**src/sv/nec_ir_pkg.sv**
```systemverilog
`timescale 1ns / 1ps

package nec_ir_pkg;

   localparam int unsigned WAIT_WIDTH = 18;
   localparam int unsigned CSR_INDEX_WIDTH = 3;

   typedef logic [WAIT_WIDTH-1:0] wait_type;

   typedef enum logic [CSR_INDEX_WIDTH-1:0] {
      CSR_START_WAIT    = 3'd0,
      CSR_LEADER_WAIT_A = 3'd1,
      CSR_LEADER_WAIT_B = 3'd2,
      CSR_LEADER_WAIT_C = 3'd3,
      CSR_BIT_PERIOD    = 3'd4
   } csr_index_type;

   localparam wait_type START_WAIT_RESET    = 18'd90000;
   localparam wait_type LEADER_WAIT_A_RESET = 18'd154000;
   localparam wait_type LEADER_WAIT_B_RESET = 18'd60000;
   localparam wait_type LEADER_WAIT_C_RESET = 18'd71250;
   localparam wait_type BIT_PERIOD_RESET    = 18'd22720;

   localparam logic FUNC_EDGE = 1'b0;
   localparam logic FUNC_TICK = 1'b1;

   localparam logic [1:0] STATUS_ACCEPTED = 2'd0;
   localparam logic [1:0] STATUS_OVERLAP  = 2'd1;
   localparam logic [1:0] STATUS_REJECTED = 2'd2;

   typedef struct packed {
      logic func;
      logic ir_level;
   } req_word_type;

   typedef struct packed {
      wait_type   next_wait_cycles;
      logic       frame_done;
      logic [1:0] status;
      logic [7:0] address;
      logic [7:0] command;
   } rsp_word_type;

   typedef struct packed {
      wait_type start_wait;
      wait_type leader_wait_a;
      wait_type leader_wait_b;
      wait_type leader_wait_c;
      wait_type bit_period;
   } cfg_type;

endpackage

```
**src/sv/nec_ir_csr.sv**
```systemverilog
`timescale 1ns / 1ps

module nec_ir_csr (
   input  logic                                  clock,
   input  logic                                  reset,
   input  logic                                  csr_write_en,
   input  logic [nec_ir_pkg::CSR_INDEX_WIDTH-1:0] csr_index,
   input  nec_ir_pkg::wait_type                  csr_wdata,
   output nec_ir_pkg::cfg_type                   cfg
);

   nec_ir_pkg::cfg_type cfg_ff;
   nec_ir_pkg::cfg_type cfg_in;

   always_comb begin
      cfg_in = cfg_ff;
      if (csr_write_en) begin
         unique case (nec_ir_pkg::csr_index_type'(csr_index))
            nec_ir_pkg::CSR_START_WAIT:    cfg_in.start_wait    = csr_wdata;
            nec_ir_pkg::CSR_LEADER_WAIT_A: cfg_in.leader_wait_a = csr_wdata;
            nec_ir_pkg::CSR_LEADER_WAIT_B: cfg_in.leader_wait_b = csr_wdata;
            nec_ir_pkg::CSR_LEADER_WAIT_C: cfg_in.leader_wait_c = csr_wdata;
            nec_ir_pkg::CSR_BIT_PERIOD:    cfg_in.bit_period    = csr_wdata;
            default: ;
         endcase
      end
   end

   always_ff @(posedge clock) begin
      if (reset) begin
         cfg_ff.start_wait    <= nec_ir_pkg::START_WAIT_RESET;
         cfg_ff.leader_wait_a <= nec_ir_pkg::LEADER_WAIT_A_RESET;
         cfg_ff.leader_wait_b <= nec_ir_pkg::LEADER_WAIT_B_RESET;
         cfg_ff.leader_wait_c <= nec_ir_pkg::LEADER_WAIT_C_RESET;
         cfg_ff.bit_period    <= nec_ir_pkg::BIT_PERIOD_RESET;
      end else begin
         cfg_ff <= cfg_in;
      end
   end

   assign cfg = cfg_ff;

endmodule

```
**src/sv/nec_ir_core.sv**
```systemverilog
`timescale 1ns / 1ps

module nec_ir_core (
   input  logic                     clock,
   input  logic                     reset,
   input  logic                     step_en,
   input  nec_ir_pkg::req_word_type word_in,
   input  nec_ir_pkg::cfg_type      cfg,
   output nec_ir_pkg::rsp_word_type word_out
);

   localparam logic [6:0] LAST_SAMPLE      = 7'd103;
   localparam logic [6:0] SPLIT_SAMPLE     = 7'd52;
   localparam logic [6:0] END_SAMPLE_AFTER = 7'd100;
   localparam logic [6:0] FIRST_BIT_SAMPLE = 7'd5;
   localparam logic [6:0] LAST_BIT_SAMPLE  = 7'd102;
   localparam logic [6:0] LAST_LEADER      = 7'd4;
   localparam logic [7:0] BALANCE_SPACES   = 8'hFE;

   typedef struct packed {
      logic       active;
      logic [6:0] sample_index;
      logic       error_flag;
      logic [7:0] level_balance;
      logic [4:0] bits_taken;
      logic [7:0] shift_true;
      logic [7:0] shift_inverse;
      logic       in_inverse_half;
      logic [7:0] saved_address;
      logic       end_pending;
   } state_type;

   localparam state_type STATE_RESET = '{end_pending: 1'b1, default: '0};

   state_type state_ff;
   state_type state_in;
   nec_ir_pkg::rsp_word_type rsp;

   always_comb begin
      logic [6:0] idx;
      logic       pattern_bit;
      logic       overlap;
      state_in = state_ff;
      rsp = '0;
      idx = state_ff.sample_index;
      pattern_bit = (idx == 7'd3) || (idx == 7'd4);
      overlap = (state_ff.shift_true & state_ff.shift_inverse) != 8'd0;
      if (word_in.func == nec_ir_pkg::FUNC_EDGE) begin
         if (!state_ff.active) begin
            state_in.active = 1'b1;
            state_in.sample_index = '0;
            state_in.error_flag = 1'b0;
            state_in.level_balance = '0;
            state_in.bits_taken = '0;
            state_in.shift_true = '0;
            state_in.shift_inverse = '0;
            state_in.in_inverse_half = 1'b0;
            state_in.end_pending = 1'b1;
            rsp.next_wait_cycles = cfg.start_wait;
         end
      end else if (state_ff.active) begin
         if (state_ff.error_flag || idx >= LAST_SAMPLE) begin
            rsp.frame_done = 1'b1;
            priority if (!state_ff.error_flag && !state_ff.end_pending && !overlap) begin
               rsp.status = nec_ir_pkg::STATUS_ACCEPTED;
            end else if (state_ff.error_flag && overlap) begin
               rsp.status = nec_ir_pkg::STATUS_OVERLAP;
            end else begin
               rsp.status = nec_ir_pkg::STATUS_REJECTED;
            end
            rsp.address = state_ff.saved_address;
            rsp.command = state_ff.shift_true;
            state_in.active = 1'b0;
         end else begin
            if (idx <= LAST_LEADER && word_in.ir_level != pattern_bit) begin
               state_in.error_flag = 1'b1;
            end
            unique case (idx)
               7'd2:    rsp.next_wait_cycles = cfg.leader_wait_a;
               7'd3:    rsp.next_wait_cycles = cfg.leader_wait_b;
               7'd4:    rsp.next_wait_cycles = cfg.leader_wait_c;
               7'd5:    rsp.next_wait_cycles = cfg.bit_period;
               default: rsp.next_wait_cycles = '0;
            endcase
            if (idx >= FIRST_BIT_SAMPLE && idx <= LAST_BIT_SAMPLE) begin
               state_in.level_balance = word_in.ir_level ? state_ff.level_balance - 8'd1
                                                         : state_ff.level_balance + 8'd1;
               if (state_in.level_balance == 8'd0 &&
                   (state_ff.bits_taken == 5'd8 || state_ff.bits_taken == 5'd24)) begin
                  state_in.in_inverse_half = 1'b1;
               end
               if (state_in.level_balance == 8'd0) begin
                  priority if (idx > END_SAMPLE_AFTER) begin
                     state_in.end_pending = 1'b0;
                  end else if (state_in.in_inverse_half) begin
                     state_in.shift_inverse = {state_ff.shift_inverse[6:0], 1'b0};
                  end else begin
                     state_in.shift_true = {state_ff.shift_true[6:0], 1'b0};
                  end
                  state_in.bits_taken = state_ff.bits_taken + 5'd1;
               end else if (state_in.level_balance == BALANCE_SPACES) begin
                  state_in.level_balance = '0;
                  if (state_in.in_inverse_half) begin
                     state_in.shift_inverse[0] = 1'b1;
                  end else begin
                     state_in.shift_true[0] = 1'b1;
                  end
               end
            end
            if (idx == SPLIT_SAMPLE) begin
               if ((state_in.shift_true & state_in.shift_inverse) != 8'd0) begin
                  state_in.error_flag = 1'b1;
               end
               state_in.saved_address = state_in.shift_true;
               state_in.shift_true = '0;
               state_in.shift_inverse = '0;
               state_in.in_inverse_half = 1'b0;
            end
            state_in.sample_index = idx + 7'd1;
         end
      end
   end

   always_ff @(posedge clock) begin
      if (reset) begin
         state_ff <= STATE_RESET;
      end else if (step_en) begin
         state_ff <= state_in;
      end
   end

   assign word_out = rsp;

endmodule

```
**src/sv/nec_ir_frame_decoder.sv**
```systemverilog
`timescale 1ns / 1ps

// NEC infrared frame decoder working on timed samples of the receiver level.
// A word on the req channel is either a falling-edge event that arms the
// decoder or a sample tick carrying one sampled level. For each req word the
// block returns exactly one rsp word: the next sample interval to load into
// the external timer (zero keeps the period), and on the reporting tick the
// frame_done flag with status, address and command.
// A req word is registered on acceptance; its rsp word is registered once the
// rsp register can advance. One word is taken every cycle while req_stall is
// low; the frame state is updated as each word moves into the rsp register.
// When the receiver stalls, the rsp register holds its word and the input
// register holds one more; req_stall rises only when both are full.
// Reset clears the frame state, both valid flags and loads the default
// intervals. The csr port writes the five interval registers; write them only
// while no word is in flight.
module nec_ir_frame_decoder (
   input  logic                                  clock,
   input  logic                                  reset,
   input  logic                                  req_valid,
   output logic                                  req_stall,
   input  nec_ir_pkg::req_word_type              req_word,
   output logic                                  rsp_valid,
   input  logic                                  rsp_stall,
   output nec_ir_pkg::rsp_word_type              rsp_word,
   input  logic                                  csr_write_en,
   input  logic [nec_ir_pkg::CSR_INDEX_WIDTH-1:0] csr_index,
   input  nec_ir_pkg::wait_type                  csr_wdata
);

   nec_ir_pkg::cfg_type      cfg;
   nec_ir_pkg::req_word_type req_word_ff;
   nec_ir_pkg::rsp_word_type rsp_word_ff;
   nec_ir_pkg::rsp_word_type core_word;
   logic                     req_valid_ff;
   logic                     rsp_valid_ff;
   logic                     advance;
   logic                     step_en;

   nec_ir_csr u_csr (
      .clock        (clock),
      .reset        (reset),
      .csr_write_en (csr_write_en),
      .csr_index    (csr_index),
      .csr_wdata    (csr_wdata),
      .cfg          (cfg)
   );

   nec_ir_core u_core (
      .clock    (clock),
      .reset    (reset),
      .step_en  (step_en),
      .word_in  (req_word_ff),
      .cfg      (cfg),
      .word_out (core_word)
   );

   assign advance   = !rsp_valid_ff || !rsp_stall;
   assign step_en   = req_valid_ff && advance;
   assign req_stall = req_valid_ff && !advance;

   always_ff @(posedge clock) begin
      if (reset) begin
         req_valid_ff <= 1'b0;
         rsp_valid_ff <= 1'b0;
      end else begin
         if (advance) begin
            rsp_valid_ff <= req_valid_ff;
         end
         if (!req_stall) begin
            req_valid_ff <= req_valid;
         end
      end
   end

   always_ff @(posedge clock) begin
      if (!req_stall) begin
         req_word_ff <= req_word;
      end
      if (step_en) begin
         rsp_word_ff <= core_word;
      end
   end

   assign rsp_valid = rsp_valid_ff;
   assign rsp_word  = rsp_word_ff;

endmodule

```
**config.mk**
```make
export PLATFORM = sky130hd
export DESIGN_NAME = nec_ir_frame_decoder
export DESIGN_NICKNAME = d
export VERILOG_FILES = /design/src/sv/nec_ir_pkg.sv /design/src/sv/nec_ir_csr.sv /design/src/sv/nec_ir_core.sv /design/src/sv/nec_ir_frame_decoder.sv
export SDC_FILE = /design/constraint.sdc
export NUM_CORES = 1
export LEC_CHECK = 0
export BUFFER_PORTS_ARGS = -buffer_cell sky130_fd_sc_hd__buf_2
export CAP_MARGIN = 20
export CORE_MARGIN = 2
export CORE_UTILIZATION = 30
export DETAILED_ROUTE_END_ITERATION = 8
export PLACE_DENSITY = 0.49
export REMOVE_ABC_BUFFERS = 1
export SYNTH_ARGS = -nofsm -noshare
export SYNTH_HDL_FRONTEND = slang
export SYNTH_HIERARCHICAL = 1
export SYNTH_SLANG_ARGS = --single-unit
export TNS_END_PERCENT = 1
```
**constraint.sdc**
```tcl
create_clock -name clock -period 4.99 [get_ports clock]
set_clock_uncertainty 0.05 [all_clocks]
set_input_delay 0.499 -clock clock [delete_from_list [all_inputs] [get_ports clock]]
set_output_delay 0.499 -clock clock [all_outputs]
set_load 0.1 [all_outputs]
```
==> results_dict.tcl <==
set metrics [dict create \
    status "finished clean" \
    htree_levels 4 \
    finalCritPeriodShare_pct 74.6 \
    synthCells 859 \
    viasPerCell 4.88 \
    fp.dieH_um 171 \
    syn_to_final_growth_pct 16.5 \
    core_area_mm2 0.0276 \
    p_sw_uw 912 \
    synthFlopType "dfxtp_1" \
    cts_setup_buffers 0 \
    ys_warn_count 6 \
    ctsResizeCount 0 \
    yosys-top-cells-area "dfxtp_1, edfxtp_1, mux2i_1" \
    layout_common_cells "dfxtp_1, nor2_1, mux2i_1, nand2b_1, nand2_1" \
    ys_types 69 \
    p_int_uw 2310 \
    drc_errors 0 \
    clock-sinks 178 \
    dr.first_iter.drc_count 313 \
    start_util_pct 30.3 \
    hpwlAfterDp_mm 13.2 \
    grt.overflow.total 0 \
    num_antenna_cells 0 \
    crit_arrival_ns 3.96 \
    async_flop_share_pct 0 \
    final_nets 953 \
    tightest_slew_ns 0.939 \
    wl_mm 20.7 \
    comb_power_share_pct 9.1 \
    finalInstanceArea_mm2 0.00976 \
    port_buffers 66 \
    clk_latency_ns 0.43 \
    drtAntennaViolNets 0 \
    critPathRequiredTime_ns 5.23 \
    synth.avg_cell_area_um2 9.75 \
    ys_ff_latch 178 \
    report.final.slew_viol_count 0 \
    netSwitchingFraction_pct 28.3 \
    cp-start-kind "register" \
    cts_tree "yes" \
    p_per_area_mw_per_mm2 330 \
    die-area_mm2 0.0293 \
    placed_area_mm2 0.00911 \
    clk_pin_slew_ns 0.07 \
    gp_congestion 0.773 \
    period_minus_slack_ns 3.72 \
    hold_viol 0 \
    drive_above_1_share_pct 14.2 \
    layout_commonest_cell "dfxtp_1" \
    ctsRootBufferMaster "clkbuf_16" \
    crit_type "register to register" \
    hold_buffers 0 \
    critPathMaxFanout 13 \
    grt_pass1_wl_mm 32.9 \
    die_x_um 171 \
    setup_viol 0 \
    io_pins 67 \
    antenna_found_initial 0 \
    vias 6339 \
    pwr-share-seq_pct 47.3 \
    fillCellCount 2869 \
    max-slew-margin-rel_pct 36.8 \
    grt_pass1_vias 6021 \
    ir_worst_vdd_mv 0.252 \
    hold_path.class "input pin to register" \
    leakage_uw 0.00389 \
    ys_seq_area_share_pct 47.2 \
    syn_area_mm2 0.00838 \
    synth-edff-count 39 \
    final_util_pct 35.3 \
    rsz0062_at_grt "no" \
    grt_start_max_net_pins 62 \
    wire_per_inst_um 15.9 \
    rows 61 \
    endpoint_kind "register" \
    pwr-share-clk_pct 43.7 \
    cts_inserted_buffers 17 \
    gr-usage-all-layers_pct 14.3 \
    drv_cap 0 \
    fmax_mhz 268 \
    cts_buffer_depth 2 \
    dr.pass1.iters 7 \
    synth_top_area_share_pct 33.2 \
    yosysTopAreaCell "dfxtp_1" \
]
==> layout make-up <==
class,instances,area (um^2),share of cell area [%]
multi-input combinational,615,4170,42.8
inverter,14,52.6,0.538
tap,378,473,4.84
clock buffer,17,425,4.36
sequential,178,3950,40.5
clock inverter,15,216,2.22
timing repair buffer,82,467,4.78
==> path summary, 6_finish.rpt <==
kind / endpoint / slack [ns] / cells after the start / from
worst max-delay path: u_core/state_ff[39] / 1.27 / 10 / req_word_ff[0]
worst min-delay path: req_word_ff[0] / 0.21 / 1 / req_word[0]
worst max register to register: u_core/state_ff[39] / 1.27 / 10 / req_word_ff[0]
worst min register to register: u_csr/cfg[74] / 0.43 / 2 / u_csr/cfg[74]
==> power groups by stage <==
stage	Combinational (uW)	Sequential [uW]	Clock (uW)
3_5_place_dp	292	1560	0
2_1_floorplan	97.4	1660	0
5_1_grt	310	1530	1510
6_report	292	1520	1410
3_3_place_gp	292	1560	0
4_1_cts	294	1520	1450
==> registers in the layout, indices dropped and copies added (netlist names) <==
signal	count
req_valid_ff	1
u_core/state_ff	47
req_word_ff	2
u_csr/cfg	90
rsp_word	37
rsp_valid	1
==> worst max-delay path, cell delays in order, from the launching register on <==
cell	delay, ns
edfxtp_1	0.62
fa_1	0.57
a211oi_4	0.34
nor4b_1	0.10
or4b_4	0.58
nor3_1	0.20
nand2_1	0.30
a22o_1	0.28
a22o_1	0.22
a211oi_1	0.21
a311oi_1	0.11
==> per-layer routing <==
metal  wire length (um)  vias up  track usage, %
li1                   -     3169               -
met1               9980     3027            19.7
met2               9530      138            23.1
met3               1070        5            3.22
met4                104        0            2.69
met5                  0        -               0
==> cells by family after synthesis <==
family / count (synthesis) / share of synthesized area (%)
XOR/XNOR: 8 / 0.836
AND/OR/NAND/NOR: 344 / 20.7
flip-flops: 178 / 47.2
adder cells (fa/ha/maj): 17 / 2.63
AO/OA/AOI/OAI: 143 / 13.0
multiplexers: 103 / 12.3
buffers and inverters: 66 / 3.29
==> cells in the mapped netlist (all sizes together), types with 9 or more instances <==
| cell type | n |
|---|---|
| nand3 | 12 |
| o21ai | 14 |
| mux2i | 103 |
| a22o | 21 |
| ha | 16 |
| a22oi | 25 |
| a222oi | 19 |
| and2 | 20 |
| edfxtp | 39 |
| nor2 | 121 |
| inv | 14 |
| nand2b | 76 |
| buf | 17 |
| nand2 | 70 |
| a211oi | 12 |
| a21oi | 22 |
| clkbuf | 35 |
| dfxtp | 139 |
| a21o | 9 |
==> metrics by stage <==
| stage | std cells | hold WS [ns] | setup slack [ns] | power (uW) | setup TNS [ns] |
|---|---|---|---|---|---|
| 2_1_floorplan | 807 | 0.396 | -0.476 | 1760 | -8.47 |
| 3_3_place_gp | 1265 | 0.408 | 1.25 | 1850 | 0 |
| 3_5_place_dp | 1266 | 0.413 | 1.23 | 1850 | 0 |
| 4_1_cts | 1298 | 0.186 | 1.22 | 3260 | 0 |
| 5_1_grt | 1299 | 0.179 | 1.06 | 3340 | 0 |
| 6_report | 1299 | 0.206 | 1.27 | 3220 | 0 |
Note: power is estimated with default switching activity, not from simulation.
